### config.mk
export PLATFORM = sky130hd
export DESIGN_NAME = cell_search_order_compare_unit_flat
export DESIGN_NICKNAME = d
export VERILOG_FILES = /design/src/hw/rtl/cso_pkg.sv /design/src/hw/rtl/cso_if.sv /design/src/hw/rtl/cell_search_order_compare_unit.sv /design/src/flat_wrapper.sv
export SDC_FILE = /design/constraint.sdc
export NUM_CORES = 2
export LEC_CHECK = 0
export CORE_MARGIN = 8
export CORE_UTILIZATION = 65
export CTS_CLUSTER_DIAMETER = 80
export DETAILED_ROUTE_END_ITERATION = 12
export DONT_BUFFER_PORTS = 1
export PLACE_DENSITY = 0.77
export SYNTH_ARGS = -nofsm -noshare
export SYNTH_HDL_FRONTEND = slang
export SYNTH_SLANG_ARGS = --single-unit
### constraint.sdc
create_clock -name clk -period 14.5 [get_ports clk]
set_input_delay 2.9 -clock clk [delete_from_list [all_inputs] [get_ports clk]]
set_output_delay 2.9 -clock clk [all_outputs]
set_load 0.005 [all_outputs]
### src/hw/rtl/cso_pkg.sv
`timescale 1ns / 1ps
// Shared types and widths for the cell search order comparator.
// No dependencies.
package cso_pkg;

	localparam int COORD_BITS = 8;
	localparam int GEN_BITS   = 4;
	localparam int CFG_BITS   = 8;

	typedef logic signed [1:0] ord_t;

	typedef enum logic [2:0] {
		MODE_LEFT_RIGHT = 3'd0,
		MODE_DIAG       = 3'd1,
		MODE_BACK_DIAG  = 3'd2,
		MODE_KNIGHT     = 3'd3,
		MODE_TOP_DOWN   = 3'd4,
		MODE_CENTER_OUT = 3'd5,
		MODE_MIDDLE_COL = 3'd6
	} mode_t;

	typedef enum logic [2:0] {
		REG_ORDER_MODE       = 3'd0,
		REG_PARENT_MODE      = 3'd1,
		REG_GENS_BY_POSITION = 3'd2,
		REG_INVERT_PRIMARY   = 3'd3,
		REG_WIDE_ORDER       = 3'd4,
		REG_MIDDLE_OVERRIDE  = 3'd5,
		REG_LAST_COLUMN      = 3'd6,
		REG_LAST_ROW         = 3'd7
	} reg_idx_t;

	localparam ord_t ORD_BEFORE = 2'sb11;
	localparam ord_t ORD_EQUAL  = 2'sb00;
	localparam ord_t ORD_AFTER  = 2'sb01;

endpackage

### src/hw/rtl/cso_if.sv
`timescale 1ns / 1ps
// Valid/ready channels: cell pair beats in, order beats out.
// Depends on cso_pkg.
interface cso_item_if;
	import cso_pkg::*;
	logic                  valid;
	logic                  ready;
	logic [COORD_BITS-1:0] row_a;
	logic [COORD_BITS-1:0] col_a;
	logic [GEN_BITS-1:0]   gen_a;
	logic [COORD_BITS-1:0] row_b;
	logic [COORD_BITS-1:0] col_b;
	logic [GEN_BITS-1:0]   gen_b;

	modport source (output valid, row_a, col_a, gen_a, row_b, col_b, gen_b, input ready);
	modport sink (input valid, row_a, col_a, gen_a, row_b, col_b, gen_b, output ready);
endinterface

interface cso_result_if;
	import cso_pkg::*;
	logic valid;
	logic ready;
	ord_t order;

	modport source (output valid, order, input ready);
	modport sink (input valid, order, output ready);
endinterface

### src/hw/rtl/cell_search_order_compare_unit.sv
`timescale 1ns / 1ps
// Cell search order comparator: input register, one compare pass, result register.
// Depends on cso_pkg and cso_if.
//
//  channel  | dir | beat contents
//  ---------+-----+-----------------------------------------------
//  item     | in  | row_a, col_a, gen_a, row_b, col_b, gen_b
//  result   | out | order (-1 before, 0 equal, 1 after)
//  cfg      | in  | cfg_we, cfg_index, cfg_data (write only)
//
// One beat per cycle sustained while result.ready holds; a beat passes the input reg, then the result reg.
// Center-out keys use two small squarers per cell ahead of the compare.
// arst_n clears valids and all config registers to zero.
// A stalled result stage holds; the input stage fills and then drops ready.
module cell_search_order_compare_unit (
	input  logic                             clk,
	input  logic                             arst_n,
	cso_item_if.sink                         item,
	cso_result_if.source                     result,
	input  logic                             cfg_we,
	input  cso_pkg::reg_idx_t                cfg_index,
	input  logic [cso_pkg::CFG_BITS-1:0]     cfg_data
);
	import cso_pkg::*;

	localparam int PW = COORD_BITS + 3;
	localparam int QW = 2 * COORD_BITS + 5;

	function automatic logic signed [PW-1:0] ext_p(input logic [COORD_BITS-1:0] v);
		return $signed({{(PW-COORD_BITS){1'b0}}, v});
	endfunction

	function automatic logic signed [PW-1:0] abs_p(input logic signed [PW-1:0] v);
		return v[PW-1] ? -v : v;
	endfunction

	function automatic ord_t cmp_p(input logic signed [PW-1:0] a, input logic signed [PW-1:0] b);
		return (a > b) ? ORD_AFTER : ((a < b) ? ORD_BEFORE : ORD_EQUAL);
	endfunction

	function automatic ord_t cmp_q(input logic signed [QW-1:0] a, input logic signed [QW-1:0] b);
		return (a > b) ? ORD_AFTER : ((a < b) ? ORD_BEFORE : ORD_EQUAL);
	endfunction

	// config registers
	logic [2:0]            order_mode_q;
	logic                  parent_mode_q;
	logic                  gens_by_pos_q;
	logic                  invert_prim_q;
	logic                  wide_order_q;
	logic                  middle_ovr_q;
	logic [COORD_BITS-1:0] last_col_q;
	logic [COORD_BITS-1:0] last_row_q;

	always_ff @(posedge clk or negedge arst_n) begin
		if (!arst_n) begin
			order_mode_q  <= '0;
			parent_mode_q <= 1'b0;
			gens_by_pos_q <= 1'b0;
			invert_prim_q <= 1'b0;
			wide_order_q  <= 1'b0;
			middle_ovr_q  <= 1'b0;
			last_col_q    <= '0;
			last_row_q    <= '0;
		end else if (cfg_we) begin
			unique case (cfg_index)
				REG_ORDER_MODE:       order_mode_q  <= cfg_data[2:0];
				REG_PARENT_MODE:      parent_mode_q <= cfg_data[0];
				REG_GENS_BY_POSITION: gens_by_pos_q <= cfg_data[0];
				REG_INVERT_PRIMARY:   invert_prim_q <= cfg_data[0];
				REG_WIDE_ORDER:       wide_order_q  <= cfg_data[0];
				REG_MIDDLE_OVERRIDE:  middle_ovr_q  <= cfg_data[0];
				REG_LAST_COLUMN:      last_col_q    <= cfg_data[COORD_BITS-1:0];
				REG_LAST_ROW:         last_row_q    <= cfg_data[COORD_BITS-1:0];
			endcase
		end
	end

	// handshake
	logic valid_s1, valid_q;
	logic free_out, free_s1;

	assign free_out   = !valid_q || result.ready;
	assign free_s1    = !valid_s1 || free_out;
	assign item.ready = free_s1;

	always_ff @(posedge clk or negedge arst_n) begin
		if (!arst_n) begin
			valid_s1 <= 1'b0;
			valid_q  <= 1'b0;
		end else begin
			if (free_s1)  valid_s1 <= item.valid;
			if (free_out) valid_q  <= valid_s1;
		end
	end

	// stage 1: input register
	logic [COORD_BITS-1:0] row_s1 [2];
	logic [COORD_BITS-1:0] col_s1 [2];
	logic [GEN_BITS-1:0]   gen_s1 [2];

	always_ff @(posedge clk) begin
		if (item.valid && free_s1) begin
			row_s1[0] <= item.row_a;
			col_s1[0] <= item.col_a;
			gen_s1[0] <= item.gen_a;
			row_s1[1] <= item.row_b;
			col_s1[1] <= item.col_b;
			gen_s1[1] <= item.gen_b;
		end
	end

	// key formation
	mode_t                 eff_mode;
	logic [COORD_BITS-1:0] mid_col, mid_row;
	logic                  prim_inv, sec_neg;
	ord_t                  gen_ord;
	logic                  gen_first;
	logic signed [PW-1:0]  pkey [2];
	logic signed [QW-1:0]  qkey [2];

	assign mid_col = COORD_BITS'(({1'b0, last_col_q} + 1'b1) >> 1);
	assign mid_row = COORD_BITS'(({1'b0, last_row_q} + 1'b1) >> 1);

	always_comb begin
		unique case (order_mode_q)
			MODE_DIAG:       eff_mode = MODE_DIAG;
			MODE_BACK_DIAG:  eff_mode = MODE_BACK_DIAG;
			MODE_KNIGHT:     eff_mode = MODE_KNIGHT;
			MODE_TOP_DOWN:   eff_mode = MODE_TOP_DOWN;
			MODE_CENTER_OUT: eff_mode = MODE_CENTER_OUT;
			MODE_MIDDLE_COL: eff_mode = MODE_MIDDLE_COL;
			default:         eff_mode = middle_ovr_q ? MODE_MIDDLE_COL : MODE_LEFT_RIGHT;
		endcase
	end

	always_comb begin
		prim_inv = invert_prim_q;
		sec_neg  = 1'b0;
		unique case (eff_mode)
			MODE_DIAG, MODE_BACK_DIAG: sec_neg = wide_order_q;
			MODE_KNIGHT:               sec_neg = !wide_order_q;
			MODE_CENTER_OUT:           sec_neg = wide_order_q;
			MODE_MIDDLE_COL: begin
				prim_inv = 1'b0;
				sec_neg  = !wide_order_q;
			end
			default:                   sec_neg = 1'b0;
		endcase
	end

	always_comb begin
		logic signed [PW-1:0] c, r, m, d_diag, d_back, d_col, d_row, x, y;
		logic signed [QW-1:0] xw, yw;
		for (int i = 0; i < 2; i++) begin
			c      = ext_p(col_s1[i]);
			r      = ext_p(row_s1[i]);
			m      = ext_p(last_col_q) - c + PW'(1);
			d_diag = c - r;
			d_back = m - r;
			d_col  = c - ext_p(mid_col);
			d_row  = r - ext_p(mid_row);
			x      = ext_p(last_col_q) + PW'(1) - (c <<< 1);
			y      = ext_p(last_row_q) + PW'(1) - (r <<< 1);
			xw     = QW'(x);
			yw     = QW'(y);
			unique case (eff_mode)
				MODE_DIAG: begin
					pkey[i] = c + r;
					qkey[i] = QW'(wide_order_q ? d_diag : abs_p(d_diag));
				end
				MODE_BACK_DIAG: begin
					pkey[i] = m + r;
					qkey[i] = QW'(wide_order_q ? d_back : abs_p(d_back));
				end
				MODE_KNIGHT: begin
					pkey[i] = (c <<< 1) + r;
					qkey[i] = QW'(abs_p(d_diag));
				end
				MODE_TOP_DOWN: begin
					pkey[i] = r;
					qkey[i] = QW'(wide_order_q ? d_col : abs_p(d_col));
				end
				MODE_CENTER_OUT: begin
					pkey[i] = '0;
					qkey[i] = xw * xw + yw * yw;
				end
				MODE_MIDDLE_COL: begin
					pkey[i] = abs_p(d_col);
					qkey[i] = QW'(abs_p(d_row));
				end
				default: begin
					pkey[i] = c;
					qkey[i] = QW'(wide_order_q ? d_row : abs_p(d_row));
				end
			endcase
		end
	end

	always_comb begin
		ord_t g;
		g         = (gen_s1[0] > gen_s1[1]) ? ORD_AFTER :
		            ((gen_s1[0] < gen_s1[1]) ? ORD_BEFORE : ORD_EQUAL);
		gen_ord   = parent_mode_q ? -g : g;
		gen_first = ((row_s1[0] == row_s1[1] && col_s1[0] == col_s1[1]) || !gens_by_pos_q)
		            && (gen_ord != ORD_EQUAL);
	end

	// final decision
	ord_t prim_ord, sec_ord, order_d, order_q;

	always_comb begin
		prim_ord = cmp_p(pkey[0], pkey[1]);
		sec_ord  = cmp_q(qkey[0], qkey[1]);
		priority if (gen_first)
			order_d = gen_ord;
		else if (prim_ord != ORD_EQUAL)
			order_d = prim_inv ? -prim_ord : prim_ord;
		else if (sec_ord != ORD_EQUAL)
			order_d = sec_neg ? -sec_ord : sec_ord;
		else
			order_d = gen_ord;
	end

	always_ff @(posedge clk) begin
		if (valid_s1 && free_out) order_q <= order_d;
	end

	assign result.valid = valid_q;
	assign result.order = order_q;

	a_order_code: assert property (@(posedge clk) disable iff (!arst_n)
		result.valid |-> result.order != 2'sb10)
		else $error("result order holds an illegal code");

	a_gen_decides: assert property (@(posedge clk) disable iff (!arst_n)
		valid_s1 && free_out && gen_first |=> result.order == $past(gen_ord))
		else $error("generation order not taken first");

	a_s1_holds: assert property (@(posedge clk) disable iff (!arst_n)
		valid_s1 && !free_out |=> valid_s1 && $stable(row_s1[0]) && $stable(col_s1[0]))
		else $error("input stage dropped a beat under stall");

	a_s1_drains: assert property (@(posedge clk) disable iff (!arst_n)
		valid_s1 && free_out |=> valid_q)
		else $error("input stage beat lost on the way out");

endmodule
### src/flat_wrapper.sv
// flat-port wrapper written by rule: the top's interface ports become plain ports
module cell_search_order_compare_unit_flat import cso_pkg::*;
  (clk, arst_n, cfg_we, cfg_index, cfg_data, item_valid, item_row_a, item_col_a, item_gen_a, item_row_b, item_col_b, item_gen_b, item_ready, result_valid, result_order, result_ready);
  cso_item_if item_i ();
  cso_result_if result_i ();
  input  logic clk;
  input  logic arst_n;
  input  logic cfg_we;
  input  cso_pkg::reg_idx_t cfg_index;
  input  logic [cso_pkg::CFG_BITS-1:0] cfg_data;
  input wire logic [$bits(item_i.valid)-1:0] item_valid;
  input wire logic [$bits(item_i.row_a)-1:0] item_row_a;
  input wire logic [$bits(item_i.col_a)-1:0] item_col_a;
  input wire logic [$bits(item_i.gen_a)-1:0] item_gen_a;
  input wire logic [$bits(item_i.row_b)-1:0] item_row_b;
  input wire logic [$bits(item_i.col_b)-1:0] item_col_b;
  input wire logic [$bits(item_i.gen_b)-1:0] item_gen_b;
  output wire logic [$bits(item_i.ready)-1:0] item_ready;
  output wire logic [$bits(result_i.valid)-1:0] result_valid;
  output wire logic [$bits(result_i.order)-1:0] result_order;
  input wire logic [$bits(result_i.ready)-1:0] result_ready;
  assign item_i.valid = item_valid;
  assign item_i.row_a = item_row_a;
  assign item_i.col_a = item_col_a;
  assign item_i.gen_a = item_gen_a;
  assign item_i.row_b = item_row_b;
  assign item_i.col_b = item_col_b;
  assign item_i.gen_b = item_gen_b;
  assign item_ready = item_i.ready;
  assign result_valid = result_i.valid;
  assign result_order = result_i.order;
  assign result_i.ready = result_ready;
  cell_search_order_compare_unit u_core (.clk(clk), .arst_n(arst_n), .item(item_i), .result(result_i), .cfg_we(cfg_we), .cfg_index(cfg_index), .cfg_data(cfg_data));
endmodule
# Word-level counts from Yosys, hierarchy flattened
# Memories as Yosys holds them, arrays and structs flattened.
# Cells that the tools add are included.
totals:
  ff_bits: 28
  mem_bits_rw: 40
  in_bits: 56
  output_inout_bits: 4
  word_cells: 147
  memories: 3
memory_table:
  columns: ["memory", "depth", "word_bits", "read_ports", "rd_clocked_by_memory_dff", "write_ports", "line", "rtl"]
  rows:
  - ["u_core.col_s1", 2, 8, 2, 0, 2, "cell_search_order_compare_unit.sv:99", "logic [COORD_BITS-1:0] col_s1 [2];"]
  - ["u_core.row_s1", 2, 8, 2, 0, 2, "cell_search_order_compare_unit.sv:98", "logic [COORD_BITS-1:0] row_s1 [2];"]
  - ["u_core.gen_s1", 2, 4, 2, 0, 2, "cell_search_order_compare_unit.sv:100", "logic [GEN_BITS-1:0] gen_s1 [2];"]
op_classes:
  n_addsub: 39
  mul: 4
  n_lt_le_gt_ge: 6
  eq_ne: 21
  n_mux: 38
  n_reduce_logical: 25
op_table:
  columns: ["op", "count"]
  rows:
  - ["21-bit case mux with 6 select lines", 2]
  - ["21-bit two-way mux", 8]
  - ["11-bit case mux with 6 select lines", 2]
  - ["11-bit two-way mux", 8]
  - ["11-bit negation", 8]
  - ["11-bit by 11-bit multiplier with 21-bit output", 4]
  - ["8-bit by 8-bit subtractor with 9-bit output", 8]
  - ["21-bit adder", 2]
  - ["9-bit by 9-bit subtractor with 10-bit output", 4]
  - ["8-bit by 1-bit adder with 9-bit output (second input constant)", 4]
  - ["3-bit == test (second input constant)", 10]
  - ["2-bit two-way mux", 12]
  - ["11-bit by 2-bit adder with 11-bit output (second input constant)", 2]
  - ["11-bit by 9-bit adder with 11-bit output", 2]
  - ["11-bit by 9-bit subtractor with 11-bit output", 2]
  - ["21-bit greater-than comparator", 1]
  - ["21-bit < comparator", 1]
  - ["9-bit by 8-bit adder with 10-bit output", 2]
  - ["8-bit by 8-bit adder with 9-bit output", 2]
  - ["3-bit by 2-bit == test with 1-bit output (second input constant)", 6]
  - ["3-bit case mux with 6 select lines", 1]
  - ["8-bit == test", 2]
  - ["2-bit AND reduction", 8]
  - ["11-bit greater-than comparator", 1]
  - ["15 further kinds", 31]

# Logic depth before layout (Yosys ltp)
# An unclocked memory read counts as a cell.
depth:
  word_depth: 16
  ltp_mapped: 47
  ltp_nobuf: 47

# Worst setup path after synthesis
# Ideal clock, no wire load.
synth_timing:
  kind: "reg2reg"
  startpoint: "register u_core.last_row_q[0]"
  endpoint: "register u_core.order_q[1] (netlist: u_core.result.order[1]) (data pin)"
  setup_ps: 267
  t_arrival_ps: 10454
  required_time_ps: 14233
  slack_ps: 3779
  path_stages_with_launch: 44
  path_buffers: 1
  synth_period_minus_slack_ps: 10721
  path_cell_list: "dfrtp_1 -> clkbuf_1 -> nand3_1 -> xnor2_1 -> ha_1 -> nor2b_1 -> o21ai_0 -> nand2b_1 -> a21o_1 -> a21o_1 -> a21o_1 -> nand2_1 -> nor2b_1 -> inv_1 -> nor2_1 -> inv_1 -> fa_1 -> fa_1 -> [... 8 more ...] -> ha_1 -> or4_1 -> a31oi_1 -> o21ai_0 -> o31a_1 -> o21a_1 -> o21a_1 -> nor3_1 -> o21ai_0 -> ha_1 -> nand4_1 -> nor4_1 -> nand2_1 -> o21ai_0 -> mux2i_1 -> mux2_2 -> o211ai_1 -> o211ai_1"
synth_between:
  elab_chain_cells: 14
  elab_cells_between_ends: 28
  classes_between: "add/sub: 11; mul: 2; order compare: 2; mux: 12; reduce/logical: 1"
synth_rtl:
  columns: ["element", "line", "rtl"]
  rows:
  - ["start: declaration", "cell_search_order_compare_unit.sv:53", "logic [COORD_BITS-1:0] last_row_q;"]
  - ["start signal: assignment", "cell_search_order_compare_unit.sv:74", "REG_LAST_ROW: last_row_q <= cfg_data[COORD_BITS-1:0];"]
  - ["parallel branches: the longest is 8 deep, another holds 11-bit by 11-bit multiplier with 21-bit output", null, null]
  - ["2-bit two-way mux *", "cell_search_order_compare_unit.sv:42", "return (a > b) ? ORD_AFTER : ((a < b) ? ORD_BEFORE : ORD_EQUAL);"]
  - ["2-bit negation", "cell_search_order_compare_unit.sv:220", "order_d = sec_neg ? -sec_ord : sec_ord;"]
  - ["2-bit two-way mux", "cell_search_order_compare_unit.sv:220", null]
  - ["2-bit two-way mux *", "cell_search_order_compare_unit.sv:219", "else if (sec_ord != ORD_EQUAL)"]
  - ["2-bit two-way mux *", "cell_search_order_compare_unit.sv:217", "else if (prim_ord != ORD_EQUAL)"]
  - ["2-bit two-way mux *", "cell_search_order_compare_unit.sv:215", "priority if (gen_first)"]
  - ["via u_core.order_d[1]", "cell_search_order_compare_unit.sv:210", "ord_t prim_ord, sec_ord, order_d, order_q;"]
  - ["end signal: assignment", "cell_search_order_compare_unit.sv:226", "if (valid_s1 && free_out) order_q <= order_d;"]
  - ["end: declaration", "cell_search_order_compare_unit.sv:210", null]
# Mark *: on every way through the listed nets, which the timed path passes.
# A chain may end at the register's enable or synchronous reset.

# Worst setup path after layout
layout_timing:
  startpoint: "register u_core.last_col_q[0]"
  endpoint: "register u_core.order_q[1] (netlist: u_core.result.order[1]) (data pin)"
layout_between:
  elab_chain_cells: 15
  elab_cells_between_ends: 51
  classes_between: "add/sub: 22; mul: 2; order compare: 4; mux: 21; reduce/logical: 2"
layout_rtl:
  columns: ["element", "line", "rtl"]
  rows:
  - ["start: declaration", "cell_search_order_compare_unit.sv:52", "logic [COORD_BITS-1:0] last_col_q;"]
  - ["start signal: assignment", "cell_search_order_compare_unit.sv:73", "REG_LAST_COLUMN: last_col_q <= cfg_data[COORD_BITS-1:0];"]
  - ["parallel branches: the longest is 13 deep, another holds 11-bit by 11-bit multiplier with 21-bit output", null, null]
  - ["2-bit two-way mux *", "cell_search_order_compare_unit.sv:217", null]
  - ["2-bit two-way mux *", "cell_search_order_compare_unit.sv:215", null]
  - ["via u_core.order_d[1]", "cell_search_order_compare_unit.sv:210", null]
# Marks and branches as above.

==> results.md <==
- WP data arrival: 13,790 ps
- Hold EP: u_core.gens_by_pos_q
- Max-Cap Viols: 0
- First-pass GRT wire length: 141,000 um
- Count of pins over their slew limit: 0
- Syn Inst Count: 3,263
- Clock Path Buffers: 2
- Ys async rst share: 38.2%
- Min Clock Period, post-route: 13,720 ps
- Final WL: 92,400 um
- Status: completed
- CTS Buf Count: 9
- Syn nets: 4,104
- Synth-to-layout area growth: 3.54%
- Hold_sp: u_core.gens_by_pos_q
- Max incr delay on CP: 890 ps
- Vias/cell: 6.25
- Worst-path clk slew: 70 ps
- Slowest CP cell: dfrtp_1
- Detail Route Antenna Nets: 0
- Main synth FF type: edfxtp_1
- Core region area: 42,900 um2
- Max H-tree Level: 3
- Seq/Total Area, Yosys: 6.81%
- Commonest non-fill, non-tap cell in the layout: inv_1
- Least-Margin Pin Slew: 1310 ps
- Largest net degree at the start of global routing: 47
- Slew HR: 12.0%
- Worst R2R End: u_core.result.order[1]
- Post-CTS Repair Setup Buffers: 0
- GPL Wtd Cong: 1.14
- # rows: 76
- Hold Crit Depth: 1
- Iter 0 DRT Violations: 2,521
- Most frequent cells in the layout: inv_1 (639), fa_1 (420), ha_1 (365)
- Critical Path Start Type: flop
- CTS tree: built
- Post-Syn Area: 28,100 um2
- Router iterations before antenna repair: 6
- IO Count: 60
- Setup crit end kind: flop
- Worst-Skew Late Latency: 340 ps
- Final-report setup violation count: 0
- Vias after detailed routing: 23,800
- Nets: 4,064
- Setup TNS: 0 ps
- R2R Setup Slk: 780 ps
- Sink Count: 68
- Overall routing resource usage: 36.8%
- Port bufs: 0
- Hpwl dp: 77,900 um
- DIE HEIGHT: 224 um
- Ratio of cells with drive above 1 in the final layout: 3.72%
- Yosys warning total: 0
- DRC viols: 0
- Avg Synthesized Cell Area: 8.61 um2
- Initial antenna violation count: 0
- Synth cell types: 87
- Period utilization: 94.6%
- Final hold vios: 0
- Number of synthesized flops with an enable pin: 42
- FMAX: 0.0729 GHz
- Hold Path Class: flop to flop
- Cts hold-fix bufs: 0
- Die Area: 50,100 um2
- CP required: 14,570 ps
- Crit Path Category: flop to flop
- RSZ-0062 raised after global routing: false
- Ant. Diodes: 0
- Residual overflow from global routing: 0
- Routed WL per cell: 24.2 um
- Final Skew: 8.36 ps
- Width of the die: 224 um
- R2R depth: 43
- CTS Root Buffer Type: clkbuf_16
- Vias in the first global route: 24,600
- Worst-path fanout max: 12
- Flops & latches, synth: 68
- Most used cell, CP: fa_1
- Post-cts sizing count: 0
- Worst reg2reg startpoint: u_core.last_col_q[0]
- Initial core utilization: 65.5%
[state kept, by name (all words and copies together) (netlist names), 2 cells and up]
| name | count |
|---|---|
| u_core.col_s1 | 16 |
| u_core.gen_s1 | 8 |
| u_core.last_col_q | 8 |
| u_core.last_row_q | 8 |
| u_core.order_mode_q | 3 |
| u_core.result.order | 2 |
| u_core.row_s1 | 16 |
[metal layers]
layer / global-route usage [%] / vias to the layer above / share of wire (%)
met4: 20.8 / 0 / 7.0
met3: 9.97 / 334 / 11
met2: 58.4 / 1336 / 44
met1: 45.3 / 11700 / 38
li1: - / 10500 / -
met5: 0 / - / 0
[critical path: cells and delay by family, from the launching register on]
family          cells  cell delay (ps)
compound gates     13             2570
xor+xnor            2             1340
fa+ha+maj          11             4870
buf+inv             6              660
flops               1              890
mux                 2             1010
simple gates        9             2080
[cell usage after synthesis (all sizes together) (10+ instances only)]
cell type | instances | area (um2)
nand2b | 57 | 357
clkbuf | 76 | 285
o21ai | 121 | 609
nor2b | 48 | 300
xor2 | 108 | 946
a22oi | 25 | 223
dfrtp | 26 | 651
nor2 | 281 | 1050
nand2 | 203 | 764
o22ai | 15 | 93.8
o21bai | 29 | 218
o211ai | 14 | 110
or3 | 12 | 75.1
a221oi | 24 | 210
fa | 420 | 8410
o221ai | 12 | 105
nand3 | 30 | 150
o21a | 16 | 120
inv | 639 | 2400
and2 | 18 | 113
a21o | 60 | 450
o41ai | 11 | 104
and3 | 16 | 100
xnor2 | 174 | 1520
mux2 | 25 | 282
a211oi | 28 | 238
buf | 12 | 57.6
ha | 365 | 4570
o31ai | 21 | 168
nor4 | 10 | 62.6
nand4 | 14 | 87.6
a21oi | 151 | 767
edfxtp | 42 | 1260
nor3 | 42 | 210
[worst max path at each step]
stage                    startpoint  depth (start not counted)                     end
3_5_place_dp   u_core.last_col_q[0]                         43  u_core.result.order[1]
5_1_grt        u_core.last_col_q[0]                         43  u_core.result.order[1]
3_3_place_gp   u_core.last_col_q[0]                         43  u_core.result.order[1]
6_report       u_core.last_col_q[0]                         43  u_core.result.order[1]
2_1_floorplan  u_core.last_row_q[0]                         43  u_core.result.order[1]
4_1_cts        u_core.last_col_q[0]                         43  u_core.result.order[1]
[stage by stage]
stage / utilization (%) / area [um2] / instances / hold slack, ps / setup slack (ps)
floorplan: - / 28100 / 3263 / 449 / 3780
global placement: 67.1 / 28800 / 3797 / 467 / 1380
detailed placement: 67.1 / 28800 / 3797 / 498 / 1140
CTS: 67.8 / 29100 / 3813 / 511 / 1070
global route: 67.8 / 29100 / 3813 / 533 / 155
finish: 67.8 / 29100 / 3813 / 510 / 777
[cells by family (layout without fill, tap and decap cells)]
group / Yosys count / count (layout) / share of synthesized area, %
muxes: 32 / 32 / 1.25
xor gates and xnor gates: 283 / 283 / 8.88
adders and majority gates: 785 / 785 / 46.2
and+or+nand+nor: 770 / 770 / 12.8
DFF: 68 / 68 / 6.81
buffers and inverters: 729 / 694 / 9.79
AOI/OAI and AO/OA: 596 / 596 / 14.3
[final cells by class]
| type | instances | area [um2] |
|---|---|---|
| inverter | 641 | 2410 |
| sequential | 68 | 1910 |
| multi-input combinational | 2466 | 23400 |
| clock buffer | 9 | 225 |
| clock inverter | 7 | 81.3 |
| tap | 585 | 732 |
| timing repair buffer | 37 | 278 |
| fill | 3506 | 13800 |
Power is not shown: default switching activity piles up to over one toggle a cycle in this logic, so the estimate is an artifact.
